[config.mk]
export PLATFORM = sky130hd
export DESIGN_NAME = bps_front
export DESIGN_NICKNAME = d
export VERILOG_FILES = /design/src/rtl/bps_pkg.sv /design/src/rtl/bps_front.sv
export SDC_FILE = /design/constraint.sdc
export NUM_CORES = 1
export LEC_CHECK = 0
export BUFFER_PORTS_ARGS = -buffer_cell sky130_fd_sc_hd__buf_2
export CAP_MARGIN = 20
export CORE_MARGIN = 2
export CORE_UTILIZATION = 47
export DETAILED_ROUTE_END_ITERATION = 7
export PLACE_DENSITY_LB_ADDON = 0.08
export SLEW_MARGIN = 40
export SYNTH_ARGS = -nofsm -noshare
export SYNTH_HDL_FRONTEND = slang
export SYNTH_SLANG_ARGS = --single-unit
[constraint.sdc]
create_clock -name clock -period 11.65 [get_ports clock]
set_clock_uncertainty 0.05 [all_clocks]
set_input_delay 3.495 -clock clock [delete_from_list [all_inputs] [get_ports clock]]
set_output_delay 3.495 -clock clock [all_outputs]
set_load 0.05 [all_outputs]
[src/rtl/bps_pkg.sv]
// Shared types and constants for the bilinear pixel sampler.
`default_nettype none
package bps_pkg;

   localparam int CoordBits = 12;   // column/row index, covers up to 4096
   localparam int FracMax   = 16;   // widest fraction carried in a command
   localparam int Channels  = 3;

   typedef enum logic {
      OP_WRITE  = 1'b0,
      OP_SAMPLE = 1'b1
   } op_type;

   typedef enum logic [1:0] {
      CSR_WIDTH  = 2'd0,
      CSR_HEIGHT = 2'd1
   } csr_index_type;

   typedef struct packed {
      logic        op;
      logic [7:0]  write_col;
      logic [7:0]  write_row;
      logic [7:0]  red_in;
      logic [7:0]  green_in;
      logic [7:0]  blue_in;
      logic [15:0] sample_x;
      logic [15:0] sample_y;
   } req_type;

   typedef struct packed {
      logic [7:0] red_out;
      logic [7:0] green_out;
      logic [7:0] blue_out;
   } rsp_type;

   // Classified command handed from front to back.
   typedef struct packed {
      logic                 is_sample;
      logic [CoordBits-1:0] col0;
      logic [CoordBits-1:0] col1;
      logic [CoordBits-1:0] row0;
      logic [CoordBits-1:0] row1;
      logic [FracMax-1:0]   fx;
      logic [FracMax-1:0]   fy;
      logic [23:0]          pixel;
   } cmd_type;

endpackage
`default_nettype wire

[src/rtl/bps_front.sv]
// Front end: size registers, write range check and coordinate clamping.
`default_nettype none
module bps_front #(
   parameter int MAX_WIDTH  = 256,
   parameter int MAX_HEIGHT = 256,
   parameter int FRAC_BITS  = 8
) (
   input  wire logic               clock,
   input  wire logic               reset,
   input  wire logic               csr_valid,
   input  wire logic [1:0]         csr_index,
   input  wire logic [8:0]         csr_wdata,
   input  wire bps_pkg::req_type   req,
   output bps_pkg::cmd_type        cmd,
   output logic                    cmd_keep
);
   localparam int CB = bps_pkg::CoordBits;

   logic [8:0]    width_ff, width_in;
   logic [8:0]    height_ff, height_in;
   logic [CB-1:0] last_col, last_row;
   logic [16:0]   ipx, ipy;

   always_comb begin
      width_in  = width_ff;
      height_in = height_ff;
      if (csr_valid) begin
         case (csr_index)
            bps_pkg::CSR_WIDTH:  width_in  = csr_wdata;
            bps_pkg::CSR_HEIGHT: height_in = csr_wdata;
            default: ;
         endcase
      end
   end

   always_ff @(posedge clock) begin
      if (reset) begin
         width_ff  <= 9'd256;
         height_ff <= 9'd256;
      end else begin
         width_ff  <= width_in;
         height_ff <= height_in;
      end
   end

   // last index in use: 0 acts as 1, above max acts as max
   always_comb begin
      if (width_ff == '0) last_col = '0;
      else if (32'(width_ff) > MAX_WIDTH) last_col = CB'(MAX_WIDTH - 1);
      else last_col = CB'(width_ff) - 1'b1;
      if (height_ff == '0) last_row = '0;
      else if (32'(height_ff) > MAX_HEIGHT) last_row = CB'(MAX_HEIGHT - 1);
      else last_row = CB'(height_ff) - 1'b1;
   end

   assign ipx = {1'b0, req.sample_x} >> FRAC_BITS;
   assign ipy = {1'b0, req.sample_y} >> FRAC_BITS;

   always_comb begin
      cmd           = '0;
      cmd.is_sample = (req.op == bps_pkg::OP_SAMPLE);
      cmd.pixel     = {req.red_in, req.green_in, req.blue_in};
      if (req.op == bps_pkg::OP_SAMPLE) begin
         cmd_keep = 1'b1;
         if (ipx >= 17'(last_col)) begin
            cmd.col0 = last_col;
            cmd.col1 = last_col;
         end else begin
            cmd.col0 = CB'(ipx);
            cmd.col1 = CB'(ipx) + 1'b1;
            cmd.fx   = bps_pkg::FracMax'(req.sample_x[FRAC_BITS-1:0]);
         end
         if (ipy >= 17'(last_row)) begin
            cmd.row0 = last_row;
            cmd.row1 = last_row;
         end else begin
            cmd.row0 = CB'(ipy);
            cmd.row1 = CB'(ipy) + 1'b1;
            cmd.fy   = bps_pkg::FracMax'(req.sample_y[FRAC_BITS-1:0]);
         end
      end else begin
         // writes beyond the store are dropped here
         cmd_keep  = (32'(req.write_col) < MAX_WIDTH) && (32'(req.write_row) < MAX_HEIGHT);
         cmd.col0  = CB'(req.write_col);
         cmd.row0  = CB'(req.write_row);
      end
   end
endmodule
`default_nettype wire

==> impl_metrics.env <==
export IMPL_status="complete, no violations"
export IMPL_coreArea_um2=5956
export IMPL_internal_power_uw=149.4
export IMPL_layout_cells_non_filler=556
export IMPL_layout_commonest_cell="buf_2"
export IMPL_grt_total_usage_pct=21.33
export IMPL_worstMarginPinSlew_ns=0.7511
export IMPL_ys_async_sr_fraction_pct=0
export IMPL_place_area_um2=3189
export IMPL_synthToLayoutAreaGrowth_pct=10.76
export IMPL_ys_seq_elements=18
export IMPL_antenna_cells=0
export IMPL_clkTransAtPathRegs_ns=0.06
export IMPL_post_route_drc_count=0
export IMPL_hold_class="reg -> reg"
export IMPL_fin_crit_sh_pct=80.50
export IMPL_worstPathArrival_ns=5.83
export IMPL_start_util_pct=49.01
export IMPL_worstSetupStartpointType="input port"
export IMPL_path_cells="buf_2 -> ha_1 -> and3_1 -> nand2_1 -> o31ai_1 -> o31ai_4 -> buf_8 -> or2_2 -> a21boi_0 -> buf_2"
export IMPL_cts_htree_levels=1
export IMPL_swShare_pct=54.77
export IMPL_p_comb_share_pct=67.3
export IMPL_critPathMostFrequentCell="buf_2"
export IMPL_ctsResizeCount=0
export IMPL_p_seq_share_pct=20.5
export IMPL_cp_slowest_cell="o31ai_1"
export IMPL_setup_viol=0
export IMPL_die_x_um=82.81
export IMPL_synth_area_per_cell_um2=7.085
export IMPL_hold_depth=2
export IMPL_power_density_nw_per_um2=102.2
export IMPL_reg2reg_slack_ns=10.52
export IMPL_reg2reg_from="width_ff[8]$_SDFFE_PP1P_"
export IMPL_postRouteAntennaNets=0
export IMPL_io_pins=193
export IMPL_required_ns=8.11
export IMPL_cp_max_fo=20
export IMPL_synth_warnings=0
export IMPL_cts_buffers_inserted=3
export IMPL_seq_area_frac_synth_pct=12.34
export IMPL_fin_crit_ns=9.378
export IMPL_clock_latency_ns=0.24
export IMPL_multiInputGateArea_um2=2083
export IMPL_maxCapViolCount=0
export IMPL_grt_setup_unrepaired="false"
export IMPL_grt_first_pass_wirelength_um=12580
export IMPL_place_inst=553
export IMPL_seqCellArea_um2=360.3
export IMPL_fin_tns_setup_ns=0
export IMPL_place_congestion=0.8722
export IMPL_nNetsFinal=591
export IMPL_synth_edf_count=0
export IMPL_hold_viol_final=0
export IMPL_r2r_cells=3
export IMPL_dieArea_um2=6858
export IMPL_vias=2928
export IMPL_grt_pass1_vias=2560
export IMPL_antenna_found_initial=0
export IMPL_io_buffer_count=113
export IMPL_drive_gt1_share_pct=28.27
export IMPL_postCtsSetupRepairBufs=0
export IMPL_synthFlopType="dfxtp_1"
export IMPL_worst_hold_startpoint="height_ff[1]$_SDFFE_PP0P_"
export IMPL_wl_um=7822
export IMPL_hold_end="height_ff[1]$_SDFFE_PP0P_"
export IMPL_p_sw_uw=181.0
export IMPL_stdcell_area_um2=3233
export IMPL_fmax_ghz=0.1066
export IMPL_crit_path_max_incr_delay_ns=0.43
export IMPL_maxSlewViolCount=0
export IMPL_fillers=612
export IMPL_slew_headroom_pct=49.77
export IMPL_cts_tree="done"
export IMPL_vias_per_cell=5.266
export IMPL_grt_max_degree=69
export IMPL_ir_drop_mv=0.07426
export IMPL_rows=28
export IMPL_worstSetupPathType="in -> out"
export IMPL_whs_ns=0.5037
export IMPL_overflow=0
export IMPL_r2r_end="width_ff[8]$_SDFFE_PP1P_"
export IMPL_cp_end_kind="output pin"
export IMPL_final_cell_mix="112 x buf_2, 43 x nor2_1, 38 x nand2_1"
export IMPL_die_y_um=82.81
export IMPL_wl_per_cell_um=14.07
export IMPL_syn_inst=412
export IMPL_clock_sinks=18
export IMPL_p_leak_nw=1.801
export IMPL_ys_types=61
export IMPL_clockRootBuffer="clkbuf_8"
export IMPL_drt_initial_drc_count=157
export IMPL_power_share_clock_pct=12.2
export IMPL_synth_area_um2=2919
export IMPL_cts_hold_buf=0
export IMPL_clock_path_buffers=2
export IMPL_first_pass_iters=4
export IMPL_place_hpwl_um=6631
==> final cells by class <==
cell class	instances	area share, %
multi-input combinational	328	64.44
timing repair buffer	115	18.27
sequential	18	11.15
tap	75	2.902
inverter	17	1.974
clock buffer	3	1.277
==> cells by family after synthesis <==
group / count (synthesis) / synth area share, %
multiplexers: 18 / 6.172
flip-flops: 18 / 12.34
AND/OR/NAND/NOR: 158 / 27.90
adder cells (fa/ha/maj): 23 / 9.730
buffers and inverters: 95 / 20.02
AO/OA/AOI/OAI: 83 / 19.07
XOR/XNOR: 15 / 4.500
other: 2 / 0.2573
==> sequential cells by signal (all words and copies together) (netlist names) <==
register	cells
height_ff	9
width_ff	9
==> metal layers <==
layer  global-route usage, %  wire length (µm)  up-vias
li1                        -                 -     1482
met4                   4.769                98        0
met1                   27.06              3310     1326
met5                       0                 0        -
met2                   38.20              3939      110
met3                   2.883               473       10
==> how the worst max path moves through the flow <==
stage | cells past startpoint | end | startpoint
floorplan | 8 | cmd[86] | req[31]
global placement | 9 | cmd[84] | req[31]
detailed placement | 10 | cmd[84] | req[31]
CTS | 10 | cmd[84] | req[31]
global route | 10 | cmd[84] | req[31]
finish | 10 | cmd[84] | req[31]
==> cell usage after synthesis, types with 2 or more instances <==
master    count  area, µm²
nor3_1        7      35.03
ha_1         21      262.8
xnor2_1      11      96.34
and2_1        2      12.51
nor4_1        3      18.77
buf_4        59      442.9
o21a_1        2      15.01
dfxtp_1      18      360.4
xor2_1        4      35.03
nand4_1       2      12.51
a31oi_1       7      43.79
a21o_1        4      30.03
a21boi_0      5      37.54
and3_1       22      137.6
buf_2         5      25.02
nor3b_1       3      22.52
o21ai_0      16      80.08
nand3_1       8      40.04
nor2_1       43      161.4
o221ai_1      2      17.52
inv_1        17      63.81
a31o_2        4      35.03
o21ai_1       3      15.01
a211o_1       2      17.52
nand2b_1      7      43.79
mux2i_1      18      180.2
a211oi_1      2      15.01
a21oi_1      19      95.09
o22ai_1       3      18.77
nand2_1      38      142.6
conb_1        2      7.510
clkbuf_1     14      52.55
nor2b_1       5      31.28
o31ai_1       2      15.01
or2_2         6      37.54
==> power by group through the flow <==
stage / combinational [mW] / clock (mW) / sequential, mW
floorplan: 0.207 / 0 / 0.0671
global placement: 0.219 / 0 / 0.0689
detailed placement: 0.222 / 0 / 0.0691
CTS: 0.223 / 0.0417 / 0.0677
global route: 0.240 / 0.0439 / 0.0683
finish: 0.222 / 0.0404 / 0.0677
==> worst max-delay path, delay by kind of cell <==
kind            cells  cell delay (ns)
simple gates        3             0.52
buf+inv             3             0.64
compound gates      3             0.87
fa+ha+maj           1             0.30
==> metrics by stage <==
stage	util (%)	worst slack, ns	total power, mW
2_1_floorplan	-	1.994	0.2740
3_3_place_gp	53.30	2.359	0.2882
5_1_grt	54.29	2.096	0.3518
6_report	54.29	2.272	0.3304
3_5_place_dp	53.55	2.266	0.2915
4_1_cts	54.24	2.258	0.3323
No activity file was read; power rests on OpenSTA's default activity.
