File: src/rtl/bps_fifo.sv
// Small synchronous FIFO used for the command and result queues.
`default_nettype none
module bps_fifo #(
   parameter int DEPTH = 4,
   parameter int WIDTH = 8
) (
   input  wire logic                       clock,
   input  wire logic                       reset,
   input  wire logic                       push,
   input  wire logic [WIDTH-1:0]           din,
   output logic                            full,
   input  wire logic                       pop,
   output logic [WIDTH-1:0]                dout,
   output logic                            empty,
   output logic [$clog2(DEPTH):0]          count
);
   localparam int AW = $clog2(DEPTH);

   logic [WIDTH-1:0] slot_ff [DEPTH];
   logic [AW-1:0]    wr_ptr_ff, wr_ptr_in;
   logic [AW-1:0]    rd_ptr_ff, rd_ptr_in;
   logic [AW:0]      count_ff, count_in;
   logic             do_push, do_pop;

   assign full    = (count_ff == (AW+1)'(DEPTH));
   assign empty   = (count_ff == '0);
   assign count   = count_ff;
   assign dout    = slot_ff[rd_ptr_ff];
   assign do_push = push && !full;
   assign do_pop  = pop && !empty;

   always_comb begin
      wr_ptr_in = do_push ? wr_ptr_ff + 1'b1 : wr_ptr_ff;
      rd_ptr_in = do_pop  ? rd_ptr_ff + 1'b1 : rd_ptr_ff;
      count_in  = count_ff;
      if (do_push && !do_pop) begin
         count_in = count_ff + 1'b1;
      end else if (do_pop && !do_push) begin
         count_in = count_ff - 1'b1;
      end
   end

   always_ff @(posedge clock) begin
      if (reset) begin
         wr_ptr_ff <= '0;
         rd_ptr_ff <= '0;
         count_ff  <= '0;
      end else begin
         wr_ptr_ff <= wr_ptr_in;
         rd_ptr_ff <= rd_ptr_in;
         count_ff  <= count_in;
      end
   end

   always_ff @(posedge clock) begin
      if (do_push) begin
         slot_ff[wr_ptr_ff] <= din;
      end
   end
endmodule
`default_nettype wire

File: config.mk
export PLATFORM = sky130hd
export DESIGN_NAME = bps_fifo
export DESIGN_NICKNAME = d
export VERILOG_FILES = /design/src/rtl/bps_fifo.sv
export SDC_FILE = /design/constraint.sdc
export NUM_CORES = 1
export LEC_CHECK = 0
export BUFFER_PORTS_ARGS = -buffer_cell sky130_fd_sc_hd__buf_4
export CORE_AREA = 4 4 46 88
export DETAILED_ROUTE_END_ITERATION = 10
export DIE_AREA = 0 0 50 92
export PLACE_DENSITY = 0.8
export SYNTH_ARGS = -nofsm -noshare
export SYNTH_HDL_FRONTEND = slang
export SYNTH_SLANG_ARGS = --single-unit
File: constraint.sdc
create_clock -name clock -period 2.85 [get_ports clock]
set_clock_uncertainty 0.15 [all_clocks]
set_input_delay 0.57 -clock clock [delete_from_list [all_inputs] [get_ports clock]]
set_output_delay 0.57 -clock clock [all_outputs]
set_load 0.05 [all_outputs]
==> results.json, run 1 <==
{
  "status": "completed",
  "slew_headroom_pct": 65.1,
  "worst_setup_path_end_kind": "output pin",
  "h-tree-depth": 2,
  "rr_endpoint": "count[2]",
  "syn-cell-area_mm2": 0.00162,
  "gp_congestion": 0.685,
  "fmax_mhz": 409,
  "fin_crit_sh_pct": 85.7,
  "crit_required_ns": 2.13,
  "yosysWarnings": 0,
  "first_global_vias": 882,
  "finalHoldViolCount": 0,
  "syn_inst": 90,
  "dp_worst_setup_slack_ns": 0.431,
  "clockRootBuffer": "clkbuf_8",
  "place_hpwl_um": 1800,
  "syn_nets": 108,
  "cts_made_buffers": 5,
  "die-width_um": 50,
  "grt_pass1_wl_um": 4200,
  "fin_util_pct": 57.8,
  "route.detailed.drc": 0,
  "post_cts_resized": 0,
  "io_buffers": 24,
  "die_y_um": 92,
  "critPathLaunchType": "flop",
  "fin_tns_setup_ns": 0,
  "postSynthAreaPerCell_um2": 18.0,
  "io_pins": 25,
  "initial_core_util_pct": 47.4,
  "num-fill-cells": 271,
  "min_from": "din[7]",
  "cts-hold-fix-buffers": 0,
  "overflow": 0,
  "drt-initial-drc-count": 20,
  "synth_edf_count": 32,
  "tritoncts": "done",
  "insertion_delay_ns": 0.29,
  "clock_sinks": 41,
  "crit_fanout": 8,
  "nNetsFinal": 136,
  "antenna_found_initial": 0,
  "ir_worst_vdd_uv": 1020,
  "routed_wl_um": 2460,
  "multi_input_area_um2": 458,
  "grt_max_degree": 14,
  "hold_path_class": "input pin to flop",
  "die_area_mm2": 0.00460,
  "drtPass1Iterations": 4,
  "via_count": 848,
  "n_antenna_cell": 0,
  "antenna_left": 0,
  "min_to": "slot_ff[1][7]",
  "core.rowCount": 30,
  "area_growth_syn_to_layout_pct": 21.9,
  "path_clk_slew_ns": 0.08,
  "hold_depth": 1,
  "clockBufferDepth": 2,
  "grtUsageTotal_pct": 12.7,
  "ys.flop_type": "edfxtp_1",
  "reg2regPathDepth": 8,
  "core_area_mm2": 0.00342,
  "r2r_start": "count[0]",
  "arrival_ns": 1.72,
  "yosysSeqAreaShare_pct": 70.4,
  "synth_seq_cells": 41,
  "r2r_slack_ns": 0.50,
  "postCtsSetupBuffers": 0,
  "synth.distinct_cells": 21,
  "final-setup-viol-count": 0,
  "worst_pin_slew_ns": 0.523,
  "cap_violations": 0,
  "p_leak_uw": 0.000718,
  "period_minus_slack_ns": 2.44,
  "holdWs_ns": 0.328,
  "drive_above_1_share_pct": 36.1,
  "rsz0062_at_grt": "false",
  "slew_violations": 0,
  "async_flop_share_pct": 0,
  "setup_ws_ns": 0.406,
  "seq_area_mm2": 0.00114,
  "critical_path_class": "flop to output pin",
  "powerDensity_mw_per_mm2": 1010,
  "via_per_inst": 5.08,
  "wl_per_cell_um": 14.7
}
## worst max path at each step
stage               depth (start not counted)      from        to
floorplan                                   8  count[2]  count[2]
global placement                            9      push  count[2]
detailed placement                          9      push  count[2]
CTS                                         2      flop   dout[2]
global route                                2      flop   dout[5]
finish                                      2      flop   dout[3]
## cells in the final DEF (no fill, tap or decap)
cell	netlist	layout
edfxtp_1	32	32
buf_4	0	24
dfxtp_1	9	9
mux4_2	8	8
clkbuf_8	0	6
nor2_1	5	5
ha_1	5	5
inv_1	4	4
and2_1	4	4
xor2_1	4	4
o21ai_0	2	2
or3_1	2	2
a21oi_1	2	2
mux2i_1	2	2
nand2b_1	2	2
nor3b_4	0	1
nor2_2	1	1
nor3_1	1	1
o31ai_2	1	1
o311ai_1	1	1
fa_1	1	1
clkinvlp_4	0	1
bufinv_16	0	1
## cell type report
type                    count  share of cell area, %
well taps                  48                   3.04
clock buffers               6                   4.18
repair buffers             24                   9.13
multi-input cells          42                   23.2
inverters                   4                  0.760
flip-flops and latches     41                   57.8
clock inverters             2                   1.90
## synth_stat cells (all sizes together), types with 2 or more instances
cell    count  area share (%)
edfxtp     32              59
dfxtp       9              11
mux4        8              11
nor2        6             1.5
ha          5             3.9
and2        4             1.5
inv         4            0.93
xor2        4             2.2
a21oi       2            0.62
clkbuf      2            0.46
mux2i       2             1.2
nand2b      2            0.77
o21ai       2            0.62
or3         2            0.77
## metrics by stage
stage	total power, µW	cells	area (µm²)
after floorplan	1350	90	1630
after global placement	1530	159	1850
after detailed placement	1540	159	1850
after CTS	2020	167	1970
after global routing	2090	167	1970
final	1990	167	1970
## routing by layer
metal,part of all wire [%],GRT usage (%),wire [µm],up-vias
li1,-,-,-,397
met1,35,12.8,865,417
met2,56,21.8,1370,28
met3,5.9,3.41,144,6
met4,3.1,8.31,76,0
met5,0,0,0,-
## sequential cells by signal, indices dropped and copies added (netlist names), named ones only
signal,count
wr_ptr_ff,2
rd_ptr_ff,2
count,3
slot_ff,32
## power breakdown
part | internal, µW | switching (µW)
Combinational | 268 | 434
Clock | 284 | 187
Sequential | 729 | 93.7
## critical path: stages, from the launching register on
cell and delay (ns):
dfxtp_1 0.65, mux4_2 0.57, buf_4 0.20
## cell families after synthesis
kind of cell | count (synthesis) | synth area share [%]
adders and majority gates | 6 | 5.10
muxes | 10 | 12.4
xor gates and xnor gates | 4 | 2.16
and+or+nand+nor | 16 | 5.71
AOI/OAI and AO/OA | 6 | 2.55
buffers and inverters | 7 | 1.70
DFF | 41 | 70.4
Note: power is estimated with default switching activity, not from simulation.
==> run 2, diff against run 1 <==
--- a/config.mk
+++ b/config.mk
@@ -6,9 +6,9 @@
 export NUM_CORES = 1
 export LEC_CHECK = 0
 export BUFFER_PORTS_ARGS = -buffer_cell sky130_fd_sc_hd__buf_4
-export CORE_AREA = 4 4 46 88
+export CORE_AREA = 4 4 79 52
 export DETAILED_ROUTE_END_ITERATION = 10
-export DIE_AREA = 0 0 50 92
+export DIE_AREA = 0 0 83 56
 export PLACE_DENSITY = 0.8
 export SYNTH_ARGS = -nofsm -noshare
 export SYNTH_HDL_FRONTEND = slang
==> run 2 against run 1 <==
Effect of this change:
- clock-buffer cell count unchanged
- hold slack improved by 0.0031 ns
- critical endpoint is now dout[5]
- final area decreased by 0.76%
- sequential power increased by 0.5%
- critical path depth unchanged
- non-clock buffer count unchanged
- total power decreased by 1.4%
- sequential share of layout area increased by 0.44 points
- final cell count decreased by 0.60%
- highest routed layer unchanged
- utilization decreased by 0.94 points
- flip-flop and latch count unchanged
==> results.json, run 2 (same netlist as run 1, synthesis figures left out) <==
{
  "status": "completed",
  "via_per_inst": 4.99,
  "nNetsFinal": 136,
  "insertion_delay_ns": 0.29,
  "p_int_uw": 1250,
  "routed_wl_um": 2630,
  "core.rowCount": 17,
  "p_sw_share_pct": 36.2,
  "core_area_mm2": 0.00345,
  "tritoncts": "done",
  "place_hpwl_um": 1830,
  "final_common_cell": "edfxtp_1",
  "n_antenna_cell": 0,
  "die_y_um": 56,
  "clockBufferDepth": 2,
  "die-width_um": 83,
  "drt-initial-drc-count": 77,
  "gp_congestion": 0.687,
  "pwr-share-seq_pct": 42.0,
  "cap_violations": 0,
  "fin_crit_sh_pct": 87.5,
  "cts_made_buffers": 5,
  "crit_required_ns": 2.13,
  "cts-hold-fix-buffers": 0,
  "initial_core_util_pct": 47.0,
  "grt_max_degree": 13,
  "antenna_left": 0,
  "h-tree-depth": 2,
  "first_global_vias": 866,
  "io_buffers": 24,
  "slew_violations": 0,
  "slew_headroom_pct": 61.1,
  "clock_sinks": 41,
  "power_frac_comb_pct": 35.5,
  "largest_reg_flops": 32,
  "hold_path_class": "input pin to flop",
  "dp_worst_setup_slack_ns": 0.477,
  "critPathLaunchType": "flop",
  "p_leak_uw": 0.000713,
  "antenna_found_initial": 0,
  "path_clk_slew_ns": 0.07,
  "final_cell_mix": "edfxtp_1 (32), buf_4 (24), dfxtp_1 (9)",
  "overflow": 0,
  "area_growth_syn_to_layout_pct": 20.9,
  "io_pins": 25,
  "arrival_ns": 1.78,
  "drive_above_1_share_pct": 34.5,
  "regMostFlops": "slot_ff",
  "fin_util_pct": 56.9,
  "wl_per_cell_um": 15.9,
  "die_area_mm2": 0.00465,
  "rsz0062_at_grt": "false",
  "powerDensity_mw_per_mm2": 1000,
  "ir_worst_vdd_uv": 416,
  "grt_pass1_wl_um": 4240,
  "via_count": 829,
  "post_cts_resized": 0,
  "critical_path_class": "flop to output pin",
  "period_minus_slack_ns": 2.50,
  "drtPass1Iterations": 4,
  "total_power_uw": 1970,
  "finalHoldViolCount": 0,
  "postCtsSetupBuffers": 0,
  "clock_power_share_pct": 22.5,
  "route.detailed.drc": 0,
  "p_switching_uw": 713,
  "clockRootBuffer": "clkbuf_8",
  "num-fill-cells": 280,
  "fin_tns_setup_ns": 0,
  "setup_ws_ns": 0.355,
  "crit_fanout": 8,
  "worst_pin_slew_ns": 0.583,
  "final-setup-viol-count": 0,
  "fmax_mhz": 401,
  "grtUsageTotal_pct": 12.3,
  "worst_setup_path_end_kind": "output pin"
}
## run 2: cell types whose count changed in the layout (fill, tap and decap cells not counted), sizes merged
cell	delta
clkinvlp	-1
clkinv	+1
## run 2: final cells by class
type	instances	area (µm²)	share of cell area, %
clock buffer	6	72.6	3.70
multi-input combinational	42	458	23.4
timing repair buffer	24	180	9.20
sequential	41	1140	58.2
tap	47	58.8	3.00
inverter	4	15.0	0.766
clock inverter	2	33.8	1.72
## run 2: critical path: stages, from the launching register on
cell     delay (ns)
dfxtp_1        0.69
mux4_2         0.58
buf_4          0.20
## run 2: power by group through the flow
stage | Clock [µW] | Combinational, µW | Sequential, µW
finish | 443 | 697 | 826
global placement | 0 | 693 | 832
CTS | 453 | 704 | 829
global route | 485 | 740 | 843
floorplan | 0 | 514 | 835
detailed placement | 0 | 704 | 842
## run 2: per-layer routing
metal / global-route usage [%] / vias to the layer above / part of all wire [%]
li1: - / 394 / -
met1: 15.7 / 416 / 46
met2: 19.2 / 17 / 48
met3: 4.59 / 2 / 4.4
met4: 4.90 / 0 / 1.0
met5: 0 / - / 0
## run 2: final timing paths
| kind | startpoint | end | slack (ns) | cells past startpoint |
|---|---|---|---|---|
| min | din[6] | slot_ff[2][6] | 0.33 | 1 |
| max | flop | dout[5] | 0.35 | 2 |
| max reg2reg | count[1] | count[2] | 0.53 | 8 |
| min reg2reg | rd_ptr_ff[1] | flop | 0.37 | 2 |
## run 2: stage by stage
step	hold slack (ns)	instances	cell area, µm²
3_3_place_gp	0.347	158	1850
6_report	0.331	166	1960
2_1_floorplan	0.332	90	1630
4_1_cts	0.322	166	1960
5_1_grt	0.322	166	1960
3_5_place_dp	0.359	158	1850
==> run 3, diff against run 2 <==
--- a/config.mk
+++ b/config.mk
@@ -6,10 +6,10 @@
 export NUM_CORES = 1
 export LEC_CHECK = 0
 export BUFFER_PORTS_ARGS = -buffer_cell sky130_fd_sc_hd__buf_4
-export CORE_AREA = 4 4 79 52
+export CORE_AREA = 4 4 78 51
 export DETAILED_ROUTE_END_ITERATION = 10
-export DIE_AREA = 0 0 83 56
-export PLACE_DENSITY = 0.8
+export DIE_AREA = 0 0 82 55
+export PLACE_DENSITY = 0.82
 export SYNTH_ARGS = -nofsm -noshare
 export SYNTH_HDL_FRONTEND = slang
 export SYNTH_SLANG_ARGS = --single-unit
==> run 3 against run 2 <==
Effect of this change:
- final area decreased by 1.7%
- sequential share of layout area increased by 0.98 points
- worst setup slack improved by 0.051 ns
- non-clock buffer count unchanged
- die area decreased by 3.0%
- critical endpoint is now dout[7]
==> results.json, run 3 (same netlist as run 1, synthesis figures left out) <==
{
  "initial_core_util_pct": 50.6,
  "worst_setup_path_end_kind": "output pin",
  "critical_path_class": "flop to output pin",
  "place_hpwl_um": 1990,
  "ir_worst_vdd_uv": 488,
  "worst_pin_slew_ns": 0.525,
  "gp_congestion": 0.682,
  "crit_path_cell_trace": "mux4_2 -> buf_4",
  "first_global_vias": 887,
  "die-width_um": 82,
  "die_area_mm2": 0.00451,
  "fin_tns_setup_ns": 0,
  "tritoncts": "done",
  "cp.depth": 2,
  "grt_max_degree": 12,
  "fmax_mhz": 409,
  "overflow": 0,
  "slew_violations": 0,
  "fin_crit_sh_pct": 85.8,
  "slowest_stage": "dfxtp_1",
  "clock_sinks": 41,
  "postCtsSetupBuffers": 0,
  "status": "completed",
  "antenna_found_initial": 0,
  "post_cts_resized": 0,
  "crit_fanout": 8,
  "drive_above_1_share_pct": 33.9,
  "cap_violations": 0,
  "via_count": 827,
  "cts_made_buffers": 5,
  "final_common_cell": "edfxtp_1",
  "io_buffers": 24,
  "finalHoldViolCount": 0,
  "p_switching_uw": 713,
  "hold_depth": 1,
  "p_sw_share_pct": 38.1,
  "via_per_inst": 5.07,
  "p_int_uw": 1160,
  "final-setup-viol-count": 0,
  "die_y_um": 55,
  "holdWs_ns": 0.335,
  "route.detailed.drc": 0,
  "core.rowCount": 16,
  "crit_required_ns": 2.13,
  "clockRootBuffer": "clkbuf_8",
  "final_area_mm2": 0.00193,
  "cts-hold-fix-buffers": 0,
  "hold_path_class": "input pin to flop",
  "io_pins": 25,
  "routed_wl_um": 2750,
  "nNetsFinal": 136,
  "slew_headroom_pct": 65.0,
  "grtUsageTotal_pct": 14.5,
  "core_area_mm2": 0.00320,
  "path_clk_slew_ns": 0.07,
  "area_growth_syn_to_layout_pct": 18.9,
  "clockBufferDepth": 2,
  "drt-initial-drc-count": 54,
  "wl_per_cell_um": 16.8,
  "drtPass1Iterations": 4,
  "place_area_mm2": 0.00185,
  "reg2regPathDepth": 8,
  "slowest_delay_ns": 0.65,
  "n_antenna_cell": 0,
  "worst-path-buf-inv": 1,
  "antenna_left": 0,
  "powerDensity_mw_per_mm2": 973,
  "pwr-share-seq_pct": 43.9,
  "arrival_ns": 1.72,
  "h-tree-depth": 2,
  "insertion_delay_ns": 0.28,
  "largest_reg_flops": 32,
  "p_leak_uw": 0.000699,
  "final_cell_mix": "edfxtp_1 (32), buf_4 (24), dfxtp_1 (9)",
  "period_minus_slack_ns": 2.44,
  "critPathLaunchType": "flop",
  "clock_power_share_pct": 18.5,
  "rsz0062_at_grt": "false",
  "crit_family": "flip-flops",
  "power_frac_comb_pct": 37.6,
  "grt_pass1_wl_um": 4430,
  "regMostFlops": "slot_ff"
}
-- run 3: cell types whose count changed in the layout (fill, tap and decap cells not counted) --
cell	change
bufinv_16	-1
-- run 3: final timing paths --
| check | start | to | slack (ns) |
|---|---|---|---|
| worst max-delay path | flop | dout[7] | 0.41 |
| worst min-delay path | din[6] | slot_ff[0][6] | 0.33 |
| worst max register to register | count[0] | count[2] | 0.48 |
| worst min register to register | wr_ptr_ff[1] | wr_ptr_ff[1] | 0.39 |
-- run 3: layout make-up --
type | instances | area (µm²)
fillers | 251 | 1280
flip-flops and latches | 41 | 1140
multi-input cells | 42 | 458
repair buffers | 24 | 180
clock buffers | 6 | 72.6
well taps | 45 | 56.3
inverters | 4 | 15.0
clock inverters | 1 | 3.75
-- run 3: worst register-to-register path: stages (launching register included) --
cell,delay (ns)
dfxtp_1,0.56
nor3b_4,0.10
nor2_2,0.22
ha_1,0.24
inv_1,0.06
fa_1,0.38
xor2_1,0.17
or3_1,0.31
a21oi_1,0.13
-- run 3: power groups by stage --
| stage | logic (µW) | registers (µW) | clock network (µW) |
|---|---|---|---|
| after floorplan | 514 | 835 | 0 |
| after global placement | 690 | 833 | 0 |
| after detailed placement | 710 | 839 | 0 |
| after CTS | 712 | 826 | 351 |
| after global routing | 750 | 842 | 374 |
| final | 704 | 823 | 347 |
-- run 3: through the flow --
stage | std cells | util, % | total power [µW] | setup WS (ns)
floorplan | 90 | - | 1350 | 0.195
finish | 163 | 60.2 | 1870 | 0.406
global placement | 156 | 57.8 | 1520 | 0.543
global route | 163 | 60.2 | 1960 | 0.266
CTS | 163 | 60.2 | 1890 | 0.356
detailed placement | 156 | 57.8 | 1550 | 0.422
-- run 3: routing by layer --
| metal | GRT usage [%] | routed length [µm] |
|---|---|---|
| met1 | 18.4 | 1180 |
| met2 | 23.3 | 1390 |
| met3 | 4.53 | 146 |
| met4 | 6.08 | 29 |
| met5 | 0 | 0 |
